==> config.mk <==
export PLATFORM = sky130hd
export DESIGN_NAME = limb_radix_repacker
export DESIGN_NICKNAME = d
export VERILOG_FILES = /design/src/rtl/lrr_pkg.sv /design/src/rtl/limb_radix_repacker.sv
export SDC_FILE = /design/constraint.sdc
export NUM_CORES = 1
export LEC_CHECK = 0
export ABC_AREA = 1
export ABC_CLOCK_PERIOD_IN_PS = 4600
export BUFFER_PORTS_ARGS = -buffer_cell sky130_fd_sc_hd__buf_2
export CELL_PAD_IN_SITES_DETAIL_PLACEMENT = 1
export CELL_PAD_IN_SITES_GLOBAL_PLACEMENT = 1
export CORE_MARGIN = 1
export CORE_UTILIZATION = 45
export DETAILED_ROUTE_END_ITERATION = 7
export GPL_TIMING_DRIVEN = 1
export PLACE_DENSITY_LB_ADDON = 0.08
export SLEW_MARGIN = 0
export SYNTH_ARGS = -nofsm -noshare
export SYNTH_HDL_FRONTEND = slang
export SYNTH_SLANG_ARGS = --single-unit
==> constraint.sdc <==
create_clock -name clock -period 4.6 [get_ports clock]
set_input_delay 0.46 -clock clock [delete_from_list [all_inputs] [get_ports clock]]
set_output_delay 0.46 -clock clock [all_outputs]
set_load 0.01 [all_outputs]
==> src/rtl/lrr_pkg.sv <==
`timescale 1ns / 1ps
// ----------------------------------------------------------------------------
// Limb radix repacker package
// Shared constants and types for the 29-bit limb / 32-bit word repacker.
// ----------------------------------------------------------------------------
package lrr_pkg;

   localparam int LIMB_BITS     = 29;
   localparam int WORD_BITS     = 32;
   localparam int MAX_OUT_WORDS = 64;
   localparam int OUT_WORDS_CAP = (MAX_OUT_WORDS < 64) ? MAX_OUT_WORDS : 64;

   localparam int ACC_W   = 63;
   localparam int KEEP_W  = 61;
   localparam int ABITS_W = 6;
   localparam int LEN_W   = 7;
   localparam int IDX_W   = 6;
   localparam int CSR_W   = 7;

   localparam logic DIR_PACK  = 1'b0;
   localparam logic DIR_SPLIT = 1'b1;

   localparam logic [LEN_W-1:0] OUT_LENGTH_RESET = LEN_W'(16);

   typedef enum logic [0:0] {
      CSR_DIRECTION  = 1'b0,
      CSR_OUT_LENGTH = 1'b1
   } csr_index_type;

endpackage

==> src/rtl/limb_radix_repacker.sv <==
`timescale 1ns / 1ps
// ----------------------------------------------------------------------------
// Limb radix repacker
// A request is absorbed into the accumulator at acceptance; its result words
// are then registered from the accumulator into the single output register.
// Results leave at one word per cycle while rsp_stall is low. New requests are
// stalled while words are still owed or a last request is still being closed.
// Synchronous active-high reset clears the control state but not the output
// word, index and flags; direction resets to 0 and the output length to 16.
// ----------------------------------------------------------------------------
module limb_radix_repacker (
   input  logic                          clock,
   input  logic                          reset,
   input  logic                          csr_write_en,
   input  lrr_pkg::csr_index_type        csr_index,
   input  logic [lrr_pkg::CSR_W-1:0]     csr_wdata,
   input  logic                          req_valid,
   output logic                          req_stall,
   input  logic [lrr_pkg::WORD_BITS-1:0] req_in_word,
   input  logic                          req_in_last,
   output logic                          rsp_valid,
   input  logic                          rsp_stall,
   output logic [lrr_pkg::WORD_BITS-1:0] rsp_out_word,
   output logic [lrr_pkg::IDX_W-1:0]     rsp_out_index,
   output logic                          rsp_run_end,
   output logic                          rsp_final_word
);
   import lrr_pkg::*;

   logic                 dir_ff, dir_in;
   logic [LEN_W-1:0]     len_cfg_ff, len_cfg_in;
   logic [ACC_W-1:0]     acc_ff, acc_in;
   logic [ABITS_W-1:0]   abits_ff, abits_in;
   logic [LEN_W-1:0]     we_ff, we_in;
   logic                 last_ff, last_in;
   logic                 run_ff, run_in;
   logic                 rsp_valid_ff, rsp_valid_in;
   logic [WORD_BITS-1:0] word_ff, word_in;
   logic [IDX_W-1:0]     index_ff, index_in;
   logic                 run_end_ff, run_end_in;
   logic                 final_ff, final_in;

   logic [LEN_W-1:0]     len_eff;
   logic [ABITS_W-1:0]   width;
   logic [ABITS_W-1:0]   inbits;
   logic [WORD_BITS-1:0] in_val;
   logic                 emit_cond;
   logic                 busy;
   logic                 req_accept;
   logic                 out_free;
   logic                 do_emit;
   logic [ACC_W-1:0]     acc_shift;
   logic [ABITS_W-1:0]   abits_sub;
   logic [LEN_W-1:0]     we_inc;
   logic                 emit_more;
   logic [WORD_BITS-1:0] emit_word;

   assign len_eff = (len_cfg_ff > LEN_W'(OUT_WORDS_CAP)) ? LEN_W'(OUT_WORDS_CAP) : len_cfg_ff;
   assign width   = (dir_ff == DIR_SPLIT) ? ABITS_W'(LIMB_BITS) : ABITS_W'(WORD_BITS);
   assign inbits  = (dir_ff == DIR_SPLIT) ? ABITS_W'(WORD_BITS) : ABITS_W'(LIMB_BITS);
   assign in_val  = (dir_ff == DIR_SPLIT) ? req_in_word
                                          : {{(WORD_BITS-LIMB_BITS){1'b0}},
                                             req_in_word[LIMB_BITS-1:0]};

   assign emit_cond  = run_ff && (we_ff < len_eff) && ((abits_ff >= width) || last_ff);
   assign busy       = emit_cond || last_ff;
   assign req_stall  = busy;
   assign req_accept = req_valid && !busy;
   assign out_free   = !rsp_valid_ff || !rsp_stall;
   assign do_emit    = emit_cond && out_free;

   assign acc_shift = (dir_ff == DIR_SPLIT) ? (acc_ff >> LIMB_BITS) : (acc_ff >> WORD_BITS);
   assign abits_sub = (abits_ff >= width) ? ABITS_W'(abits_ff - width) : '0;
   assign we_inc    = LEN_W'(we_ff + LEN_W'(1));
   assign emit_more = (we_inc < len_eff) && (last_ff || (abits_sub >= width));
   assign emit_word = (dir_ff == DIR_SPLIT)
                      ? {{(WORD_BITS-LIMB_BITS){1'b0}}, acc_ff[LIMB_BITS-1:0]}
                      : acc_ff[WORD_BITS-1:0];

   always_comb begin
      dir_in     = dir_ff;
      len_cfg_in = len_cfg_ff;
      if (csr_write_en) begin
         unique case (csr_index)
            CSR_DIRECTION: begin
               dir_in = csr_wdata[0];
            end
            CSR_OUT_LENGTH: begin
               len_cfg_in = csr_wdata[LEN_W-1:0];
            end
            default: begin
               dir_in = dir_ff;
            end
         endcase
      end
   end

   always_comb begin
      acc_in   = acc_ff;
      abits_in = abits_ff;
      we_in    = we_ff;
      last_in  = last_ff;
      run_in   = run_ff;
      priority if (req_accept) begin
         last_in = req_in_last;
         run_in  = 1'b1;
         if (we_ff < len_eff) begin
            acc_in   = {{(ACC_W-KEEP_W){1'b0}}, acc_ff[KEEP_W-1:0]}
                       | (ACC_W'(in_val) << abits_ff[4:0]);
            abits_in = ABITS_W'(abits_ff + inbits);
         end else begin
            acc_in   = '0;
            abits_in = '0;
         end
      end else if (do_emit) begin
         acc_in   = acc_shift;
         abits_in = abits_sub;
         we_in    = we_inc;
         if (!emit_more) begin
            run_in = 1'b0;
         end
         if (we_inc >= len_eff) begin
            acc_in   = '0;
            abits_in = '0;
         end
         if (!emit_more && last_ff) begin
            acc_in   = '0;
            abits_in = '0;
            we_in    = '0;
            last_in  = 1'b0;
         end
      end else if (!emit_cond) begin
         run_in = 1'b0;
         if (last_ff) begin
            acc_in   = '0;
            abits_in = '0;
            we_in    = '0;
            last_in  = 1'b0;
         end
      end else begin
         run_in = run_ff;
      end
   end

   always_comb begin
      rsp_valid_in = rsp_valid_ff && rsp_stall;
      word_in      = word_ff;
      index_in     = index_ff;
      run_end_in   = run_end_ff;
      final_in     = final_ff;
      if (do_emit) begin
         rsp_valid_in = 1'b1;
         word_in      = emit_word;
         index_in     = we_ff[IDX_W-1:0];
         run_end_in   = !emit_more;
         final_in     = (we_inc == len_eff);
      end
   end

   always_ff @(posedge clock) begin
      if (reset) begin
         dir_ff       <= DIR_PACK;
         len_cfg_ff   <= OUT_LENGTH_RESET;
         acc_ff       <= '0;
         abits_ff     <= '0;
         we_ff        <= '0;
         last_ff      <= 1'b0;
         run_ff       <= 1'b0;
         rsp_valid_ff <= 1'b0;
      end else begin
         dir_ff       <= dir_in;
         len_cfg_ff   <= len_cfg_in;
         acc_ff       <= acc_in;
         abits_ff     <= abits_in;
         we_ff        <= we_in;
         last_ff      <= last_in;
         run_ff       <= run_in;
         rsp_valid_ff <= rsp_valid_in;
      end
   end

   always_ff @(posedge clock) begin
      word_ff    <= word_in;
      index_ff   <= index_in;
      run_end_ff <= run_end_in;
      final_ff   <= final_in;
   end

   assign rsp_valid      = rsp_valid_ff;
   assign rsp_out_word   = word_ff;
   assign rsp_out_index  = index_ff;
   assign rsp_run_end    = run_end_ff;
   assign rsp_final_word = final_ff;

   // The word that completes a conversion always ends the run of its request.
   assert property (@(posedge clock) disable iff (reset)
      rsp_valid_ff && final_ff |-> run_end_ff)
      else $error("final word without run end");

   // Limbs produced in the splitting direction stay below 2^29.
   assert property (@(posedge clock) disable iff (reset)
      rsp_valid_ff && (dir_ff == DIR_SPLIT) |-> (word_ff[WORD_BITS-1:LIMB_BITS] == '0))
      else $error("limb wider than 29 bits");

   // The emitted word count never passes the largest conversion length.
   assert property (@(posedge clock) disable iff (reset)
      we_ff <= LEN_W'(OUT_WORDS_CAP))
      else $error("word count out of range");

   // A new request is never taken while a result is still being produced.
   assert property (@(posedge clock) disable iff (reset)
      do_emit |=> !$past(req_accept))
      else $error("request accepted during emission");

endmodule
==> results of run 1 <==
==> worst max-delay path, delay by kind of cell, from the launching register on <==
family | cells | cell delay (ps)
simple gates | 10 | 1540
buf+inv | 3 | 570
fa+ha+maj | 2 | 550
flops | 1 | 440
xor+xnor | 1 | 180
==> worst max path at each step <==
stage / end / slack, ps / cells after the start
after floorplan: run_ff / 1660 / 20
after global placement: acc_ff[15] / 1360 / 16
after detailed placement: acc_ff[15] / 1290 / 16
after CTS: acc_ff[20] / 1190 / 16
after global routing: acc_ff[20] / 1010 / 16
final: acc_ff[20] / 1190 / 16
==> per-layer routing <==
metal  share of wire (%)  global-route usage (%)  vias up
li1                    -                       -     4317
met1                  44                   40.90     4358
met2                  48                   55.20      253
met3                 3.8                   3.914       71
met4                 4.1                   14.49        0
met5                   0                       0        -
==> logic make-up after synthesis <==
kind of cell	Yosys count	share of synthesized area [%]
compound gates	142	8.894
fa+ha+maj	27	4.029
simple gates	782	40.86
xor+xnor	12	1.254
flops	127	35.10
buf+inv	193	9.625
mux	2	0.2388
==> state kept, by name, indices dropped and copies added, names as in the netlist <==
register and count:
rsp_run_end 1, acc_ff 63, last_ff 1, we_ff 7, dir_ff 1, rsp_final_word 1
run_ff 1, rsp_out_word 32, rsp_out_index 6, rsp_valid 1, abits_ff 6, len_cfg_ff 7
==> cells in the mapped netlist, drive strengths merged <==
library cell / count / share of area, %
edfxtp: 40 / 14
a31oi: 1 / 0.075
o21ai: 62 / 3.7
nand3b: 2 / 0.18
nand4: 9 / 0.82
nand3: 290 / 17
clkinv: 3 / 0.15
nor3: 3 / 0.18
nand2: 383 / 18
nor4: 1 / 0.075
mux2i: 2 / 0.24
a21oi: 66 / 3.9
xnor2: 4 / 0.42
o21bai: 2 / 0.18
nor2: 93 / 4.4
and2: 1 / 0.075
o211ai: 7 / 0.63
o21a: 2 / 0.19
a21boi: 1 / 0.090
ha: 27 / 4.0
inv: 119 / 5.3
o31ai: 1 / 0.090
clkbuf: 26 / 1.2
xor2: 8 / 0.84
buf: 45 / 3.0
dfxtp: 87 / 21
==> area by class of cell <==
| cell class | count | area, µm² | area share, % |
|---|---|---|---|
| Sequential cell | 127 | 2944 | 31.27 |
| Clock inverter | 14 | 142.6 | 1.515 |
| Clock buffer | 18 | 429.2 | 4.559 |
| Inverter | 122 | 459.2 | 4.878 |
| Timing Repair Buffer | 98 | 518.0 | 5.502 |
| Multi-Input combinational cell | 965 | 4634 | 49.23 |
| Tap cell | 229 | 286.5 | 3.044 |
==> power groups by stage <==
stage                     logic [µW]  registers [µW]  clock network (µW)
final                           1160            1310                1330
after global routing            1280            1310                1370
after CTS                       1150            1310                1330
after detailed placement        1130            1330                   0
after global placement          1110            1320                   0
after floorplan                  784            1320                   0
==> stage by stage <==
step | worst slack [ps] | cells
after floorplan | 1661 | 1285
after detailed placement | 1286 | 1541
after global placement | 1356 | 1541
after global routing | 1006 | 1573
final | 1194 | 1573
after CTS | 1187 | 1573
==> results.yml, run 1 <==
status:
  status: "complete, but fails checks"
  violations: "design-rule violations"
detailed_routing:
  firstDrtPassIters: 7
  vias: 8999
  ant_nets: 0
  viasPerCell: 5.721
  post-route-drc-count: 10
  wl_per_cell_um: 19.31
  drt_iter0_markers: 668
  drt_wl_total_mm: 30.38
worst_setup_path:
  worst_setup_path_start_kind: "register"
  rrSetupSlack_ps: 1190
  crit_start: "we_ff[1]"
  cp_data_arrival_time_ps: 3730
  cp_cell_sequence: "ha_1 > nand3_1 > nand3b_1 > xnor2_1 > ha_1 > nand2_1 > nor2_1 > nand3_1 > nand3_1 > inv_1 > nand2_4 > clkinv_2 > nand2_1 > nand3_1 > nand2_1 > inv_1"
  r2r-start: "we_ff[1]"
  required_ps: 4920
  critPathKind: "register to register"
  path_common_cell: "nand3_1"
  r2r_cells: 16
  rr_endpoint: "acc_ff[20]"
  cpPeakStageDelay_ps: 440
  crit_slowest_cell: "dfxtp_1"
  endpoint_kind: "register"
  cp_max_fo: 26
clock_network:
  postCtsResizedCells: 0
  numCtsBuffers: 17
  clock-sinks: 127
  clkTransAtPathRegs_ps: 60
  h-tree-depth: 4
  root_buffer: "clkbuf_16"
  postCtsHoldBufs: 0
  clock_insertion_delay_worst_skew_ps: 430
  cts.path.max_buffers: 2
  post_cts_buffers: 0
  cts_tree: "built"
layout:
  nFillCells: 2468
  design_area_um2: 9414
  syn2layout_area_growth_pct: 12.28
  final_common_cell: "nand2_1"
  final_layout_size_suffix_gt1_share_pct: 11.31
  final_nets: 1404
  layout_common_cells: "nand2_1, nand3_1, inv_1, nor2_1, buf_2"
  antenna_cells: 0
  utilization_pct: 52.05
pwr:
  cellPowerDensity_nw_per_um2: 402.7
  p_leak_uw: 0.004384
  combPwrFrac_pct: 30.6
  p_int_uw: 2377
  ir_drop_v: 0.0003051
  power.total_uw: 3791
  p_sw_uw: 1414
  switching_share_pct: 37.30
  p_seq_share_pct: 34.4
  clkPwrFrac_pct: 35.0
floorplan:
  initial_utilization_pct: 46.36
  core_region_area_um2: 18090
  dieArea_um2: 19180
  die_y_um: 138.5
  die_x_um: 138.5
  fp-row-count: 49
  pin_count: 88
logic_synthesis:
  ys_seq_elements: 127
  synth_fp_nets: 1358
  avgSynthCellArea_um2: 6.525
  syn-cell-area_um2: 8384
  synth_seq_area_share_pct: 35.10
  yosysWarnings: 0
  netlist_instances: 1285
  synth_cell_type_count: 40
global_routing:
  grt-ovfl-total: 0
  grt_antenna_before_repair: 0
  grt_use_total_pct: 32.31
  grt_pass1_vias: 8981
  grt_first_pass_wirelength_mm: 48.13
  grt_max_degree: 60
hold_path:
  hp-class: "primary input to register"
  whs_path_depth: 3
  worstHoldEndpoint: "len_cfg_ff[4]"
  min-delay-start: "csr_wdata[4]"
timing:
  setup_tns_ps: 0
  worst_hold_slack_ps: 266.0
  maxSlewViolCount: 0
  max_slew_margin_pct: 45.00
  fmax_ghz: 0.2936
  min_period_ps: 3406
  timing.final.crit_share_pct: 74.05
  worstMarginPinSlew_ps: 823.8
  finalHoldViolCount: 0
  rsz0062_at_grt: "false"
  setup_violations: 0
  fin_skew_ps: 10.77
placement:
  postPlaceCellArea_um2: 8842
  dp_hpwl_mm: 22.09
  finalWeightedCongestion: 0.9603
  port_buffers: 87
run:
  drv_cap: 0
(Power assumes the default switching activity.)
==> inputs of run 2 (changes only) <==
--- a/config.mk
+++ b/config.mk
@@ -5,8 +5,8 @@
 export SDC_FILE = /design/constraint.sdc
 export NUM_CORES = 1
 export LEC_CHECK = 0
-export ABC_AREA = 1
-export ABC_CLOCK_PERIOD_IN_PS = 4600
+export ABC_AREA = 0
+export ABC_CLOCK_PERIOD_IN_PS = 3200
 export BUFFER_PORTS_ARGS = -buffer_cell sky130_fd_sc_hd__buf_2
 export CELL_PAD_IN_SITES_DETAIL_PLACEMENT = 1
 export CELL_PAD_IN_SITES_GLOBAL_PLACEMENT = 1
==> constraint.sdc (replaced) <==
create_clock -name clock -period 3.2 [get_ports clock]
set_input_delay 0.32 -clock clock [delete_from_list [all_inputs] [get_ports clock]]
set_output_delay 0.32 -clock clock [all_outputs]
set_load 0.01 [all_outputs]
==> results.yml, run 2 <==
status:
  status: "completed"
worst_setup_path:
  worst_setup_path_start_kind: "register"
  r2r-start: "we_ff[0]"
  crit_slowest_cell: "dfxtp_2"
  rr_endpoint: "we_ff[4]"
  critPathBufInv: 0
  endpoint_kind: "register"
  cp_data_arrival_time_ps: 3370
  cp_max_fo: 6
  rrSetupSlack_ps: 210
  cpPeakStageDelay_ps: 380
  critPathKind: "register to register"
  endpoint: "we_ff[4]"
  r2r_cells: 11
  cp_cell_sequence: "ha_2 > nand3_1 > nor2_2 > xor2_2 > ha_1 > and3_1 > a221o_1 > a31oi_1 > o2111ai_1 > a21oi_1 > a21o_1"
  crit_start: "we_ff[0]"
  cp_top_family: "compound AO/OA/AOI/OAI gates"
  required_ps: 3570
  cp.depth: 11
logic_synthesis:
  synth_cell_type_count: 86
  yosysMostFrequentCell: "nand2_1"
  ys_seq_elements: 127
  synth_fp_nets: 1042
  synth.area.top_cells: "dfxtp_1, edfxtp_1, mux4_2, mux2_2, nand2_1"
  netlist_instances: 969
  avgSynthCellArea_um2: 9.002
  yosys-top-cells-count: "nand2_1, dfxtp_1, nor2_1"
  yosysTopAreaCellShare_pct: 19.97
  synth-edff-count: 40
  synth_seq_area_share_pct: 33.73
  syn-cell-area_um2: 8723
  yosysWarnings: 0
  yosys_most_used_dff: "dfxtp_1"
  synth_top_area_cell: "dfxtp_1"
  synthArstFlopShare_pct: 0
global_routing:
  grt_use_total_pct: 31.05
  grt_first_pass_wirelength_mm: 46.89
  grt_antenna_before_repair: 0
  grt_max_degree: 55
  grt-ovfl-total: 0
  grt_pass1_vias: 8247
detailed_routing:
  viasPerCell: 6.290
  firstDrtPassIters: 5
  post-route-drc-count: 0
  drt_iter0_markers: 653
  wl_per_cell_um: 22.77
  vias: 8322
  ant_nets: 0
  drt_wl_total_mm: 30.12
floorplan:
  pin_count: 88
  initial_utilization_pct: 46.33
  die_y_um: 141.2
  fp-row-count: 50
  die_x_um: 141.2
  dieArea_um2: 19950
  core_region_area_um2: 18830
timing:
  timing.final.crit_share_pct: 93.55
  max_slew_margin_pct: 43.94
  fin_skew_ps: 11.03
  worstMarginPinSlew_ps: 837.3
  fmax_ghz: 0.3340
  finalHoldViolCount: 0
  maxSlewViolCount: 0
  setup_violations: 0
  setup_tns_ps: 0
  min_period_ps: 2994
  rsz0062_at_grt: "false"
layout:
  antenna_cells: 0
  final_layout_size_suffix_gt1_share_pct: 25.59
  multi_input_area_um2: 5358
  regArea_um2: 2950
  final_nets: 1123
  final_common_cell: "nand2_1"
  top_register: "acc_ff"
  layout_common_cells: "nand2_1, buf_2, dfxtp_1, nor2_1, a21oi_1"
  largest_register_ffs: 63
  instances_no_fill: 1323
  nFillCells: 2188
  syn2layout_area_growth_pct: 16.87
pwr:
  p_leak_uw: 0.003783
  cellPowerDensity_nw_per_um2: 761.1
  ir_drop_v: 0.0004350
clock_network:
  root_buffer: "clkbuf_16"
  clkTransAtPathRegs_ps: 60
  clock-sinks: 127
  h-tree-depth: 4
  postCtsHoldBufs: 0
  numCtsBuffers: 17
  clock_insertion_delay_worst_skew_ps: 430
  cts.path.max_buffers: 2
  cts_tree: "built"
hold_path:
  hp-class: "primary input to register"
run:
  drv_cap: 0
placement:
  dp_hpwl_mm: 22.39
  numPlacedInstances: 1288
  port_buffers: 87
  finalWeightedCongestion: 0.9043
[run 2: worst min-delay path by stage]
stage | startpoint | endpoint | slack, ps | cells past startpoint
floorplan | acc_ff[10] | rsp_out_word[10] | 410 | 0
global placement | acc_ff[14] | rsp_out_word[14] | 410 | 0
detailed placement | acc_ff[3] | rsp_out_word[3] | 420 | 0
CTS | csr_wdata[4] | len_cfg_ff[4] | 110 | 3
global route | csr_wdata[2] | len_cfg_ff[2] | 150 | 3
finish | csr_wdata[4] | len_cfg_ff[4] | 120 | 3
[run 2: cell type report]
type | count | area share [%]
inverter | 31 | 1.141
multi-input combinational | 740 | 52.55
sequential | 127 | 28.94
clock buffer | 17 | 4.173
timing repair buffer | 133 | 8.198
clock inverter | 15 | 1.804
tap | 260 | 3.191
[run 2: per-layer routing]
layer	share of wire [%]	global-route usage, %
met5	0	0
met4	3.8	13.90
met3	6.1	6.522
met2	45	47.84
met1	45	41.79
[run 2: report_power, final]
| group | switching [µW] | total [µW] | internal [µW] |
|---|---|---|---|
| clock | 799 | 2040 | 1240 |
| sequential | 212 | 2200 | 1980 |
| combinational | 2200 | 3530 | 1330 |
| total | 3210 | 7760 | 4550 |
[run 2: stage by stage]
stage / area [µm²] / worst slack (ps) / util (%) / total power [µW] / hold WS, ps
after floorplan: 8731 / 221.0 / - / 4482 / 408.2
after global placement: 9510 / 273.7 / 50.51 / 5576 / 414.0
after detailed placement: 9510 / 122.8 / 50.51 / 5639 / 417.5
after CTS: 10120 / 80.41 / 53.74 / 7680 / 112.8
after global routing: 10190 / 10.02 / 54.14 / 8130 / 146.2
final: 10190 / 206.4 / 54.14 / 7759 / 122.2
[run 2: cells by family after synthesis]
group,after synthesis,synth area share [%]
xor gates and xnor gates,6,0.6024
AOI/OAI and AO/OA,315,25.29
and+or+nand+nor,292,15.88
muxes,100,15.22
DFF,127,33.73
buffers and inverters,102,5.407
adders and majority gates,27,3.873
[run 2: repair_timing]
action / 4_1_cts / 5_1_grt
endpoints found under the setup margin: 0 / 24
buffers inserted: 0 / 2
resized for setup: 0 / 10
[run 2: worst reg2reg max path, stage by stage (launching register included)]
cell	delay [ps]
dfxtp_2	380
ha_2	210
nand3_1	130
nor2_2	220
xor2_2	180
ha_1	300
and3_1	230
a221o_1	350
a31oi_1	300
o2111ai_1	270
a21oi_1	260
a21o_1	120
==> inputs of run 3 (changes only) <==
--- a/config.mk
+++ b/config.mk
@@ -15,6 +15,7 @@
 export DETAILED_ROUTE_END_ITERATION = 7
 export GPL_TIMING_DRIVEN = 1
 export PLACE_DENSITY_LB_ADDON = 0.08
+export SETUP_SLACK_MARGIN = 0.5
 export SLEW_MARGIN = 0
 export SYNTH_ARGS = -nofsm -noshare
 export SYNTH_HDL_FRONTEND = slang
==> results.yml, run 3 (synthesis gave the netlist of run 2 again) <==
detailed_routing:
  ant_nets: 0
  vias: 9197
  drt_iter0_markers: 1024
  viasPerCell: 6.753
  post-route-drc-count: 0
  firstDrtPassIters: 6
  wl_per_cell_um: 27.56
  drt_wl_total_mm: 37.53
floorplan:
  fp-row-count: 50
  initial_utilization_pct: 46.33
  pin_count: 88
  core_region_area_um2: 18830
  die_y_um: 141.2
  dieArea_um2: 19950
  die_x_um: 141.2
global_routing:
  grt_pass1_vias: 8659
  grt-ovfl-total: 0
  grt_antenna_before_repair: 0
  grt_use_total_pct: 34.10
  grt_first_pass_wirelength_mm: 51.43
  grt_max_degree: 55
timing:
  rsz0062_at_grt: "true"
  setup_violations: 0
  min_period_ps: 2943
  setup_tns_ps: 0
  fmax_ghz: 0.3398
  worstMarginPinSlew_ps: 911.5
  timing.final.crit_share_pct: 91.96
  fin_skew_ps: 14.75
  finalHoldViolCount: 0
  max_slew_margin_pct: 38.83
  maxSlewViolCount: 0
clock_network:
  cts.path.max_buffers: 2
  cts_tree: "built"
  postCtsHoldBufs: 0
  clock-sinks: 127
  root_buffer: "clkbuf_16"
  clock_insertion_delay_worst_skew_ps: 430
  clkTransAtPathRegs_ps: 70
  numCtsBuffers: 17
  h-tree-depth: 4
worst_setup_path:
  cpPeakStageDelay_ps: 670
  crit_slowest_cell: "a211oi_2"
  cp_max_fo: 8
  cp_top_family: "compound AO/OA/AOI/OAI gates"
  required_ps: 3550
  cp_data_arrival_time_ps: 3290
  cp_cell_sequence: "ha_2 > a21o_1 > nor2_1 > nand3_2 > a211oi_2 > nand3_2 > o21ai_1"
  critPathBufInv: 0
  path_common_cell: "nand3_2"
  worst_setup_path_start_kind: "register"
  critPathKind: "register to register"
  endpoint_kind: "register"
layout:
  final_layout_size_suffix_gt1_share_pct: 36.75
  final_common_cell: "nand2_1"
  final_nets: 1162
  antenna_cells: 0
  top_register: "acc_ff"
  layout_common_cells: "nand2_1, buf_2, dfxtp_1, nor2_1, buf_4"
  syn2layout_area_growth_pct: 30.49
  instances_no_fill: 1362
  largest_register_ffs: 63
  utilization_pct: 60.45
  nFillCells: 2060
placement:
  port_buffers: 87
  finalWeightedCongestion: 0.9218
  numPlacedInstances: 1279
  dp_hpwl_mm: 22.55
pwr:
  ir_drop_v: 0.0003977
  cellPowerDensity_nw_per_um2: 743.1
  p_leak_uw: 0.004160
hold_path:
  hp-class: "primary input to register"
run:
  drv_cap: 0
status:
  status: "completed"
run 3: cell types whose count changed in the layout (fill, tap and decap cells not counted), moves of 6 or more:
cell     change
a21oi_1      -8
a21oi_2      +7
buf_4       +17
buf_6       +14
dfxtp_4      +8
ha_1        -16
ha_4        +14
nand2_1     -10
nand2_4      +6
nor4_1       -6
run 3: metal layers:
layer  wire length (µm)  vias up  track usage [%]
li1                   -     3954                -
met1              15010     4571            44.56
met2              17700      524            54.59
met3               3055      148            7.133
met4               1767        0            14.36
met5                  0        -                0
run 3: repair_timing:
action                     CTS  global route
resized for setup           79           100
cloned                       4             3
pin swaps                   23            34
setup endpoints to repair   77           115
setup buffers               28            16
run 3: worst paths after layout:
check | startpoint | endpoint | slack (ps) | cells after the start
worst max-delay path | abits_ff[5] | acc_ff[40] | 260 | 7
worst min-delay path | csr_wdata[4] | len_cfg_ff[4] | 130 | 3
worst max register to register | abits_ff[5] | acc_ff[40] | 260 | 7
worst min register to register | acc_ff[4] | rsp_out_word[4] | 430 | 0
run 3: final cells by class:
class                      count  area (µm²)  share of cell area, %
inverter                      31       136.4                  1.198
clock buffer                  18       439.2                  3.858
multi-input combinational    740        6025                  52.92
tap                          260       325.3                  2.858
clock inverter                14       180.2                  1.583
sequential                   127        2977                  26.15
timing repair buffer         172        1301                  11.43
run 3: per-stage QoR:
stage	power, µW	hold slack, ps	setup slack, ps	instance area, µm²
2_1_floorplan	4514	408.2	507.0	8777
3_3_place_gp	5599	412.6	193.0	9464
3_5_place_dp	5662	419.7	76.89	9464
4_1_cts	7904	131.3	493.9	10690
5_1_grt	8736	142.6	199.0	11380
6_report	8459	134.0	257.2	11380
run 3: power breakdown:
part,internal (µW),switching (µW),total [µW],leakage (µW)
registers,1980,242,2220,0.00108
clock network,1260,837,2100,0.000304
logic,1570,2570,4140,0.00277
run 3: worst min-delay path: stages:
cell and delay [ps]:
buf_2 80, nand3_1 60, nand3_1 80
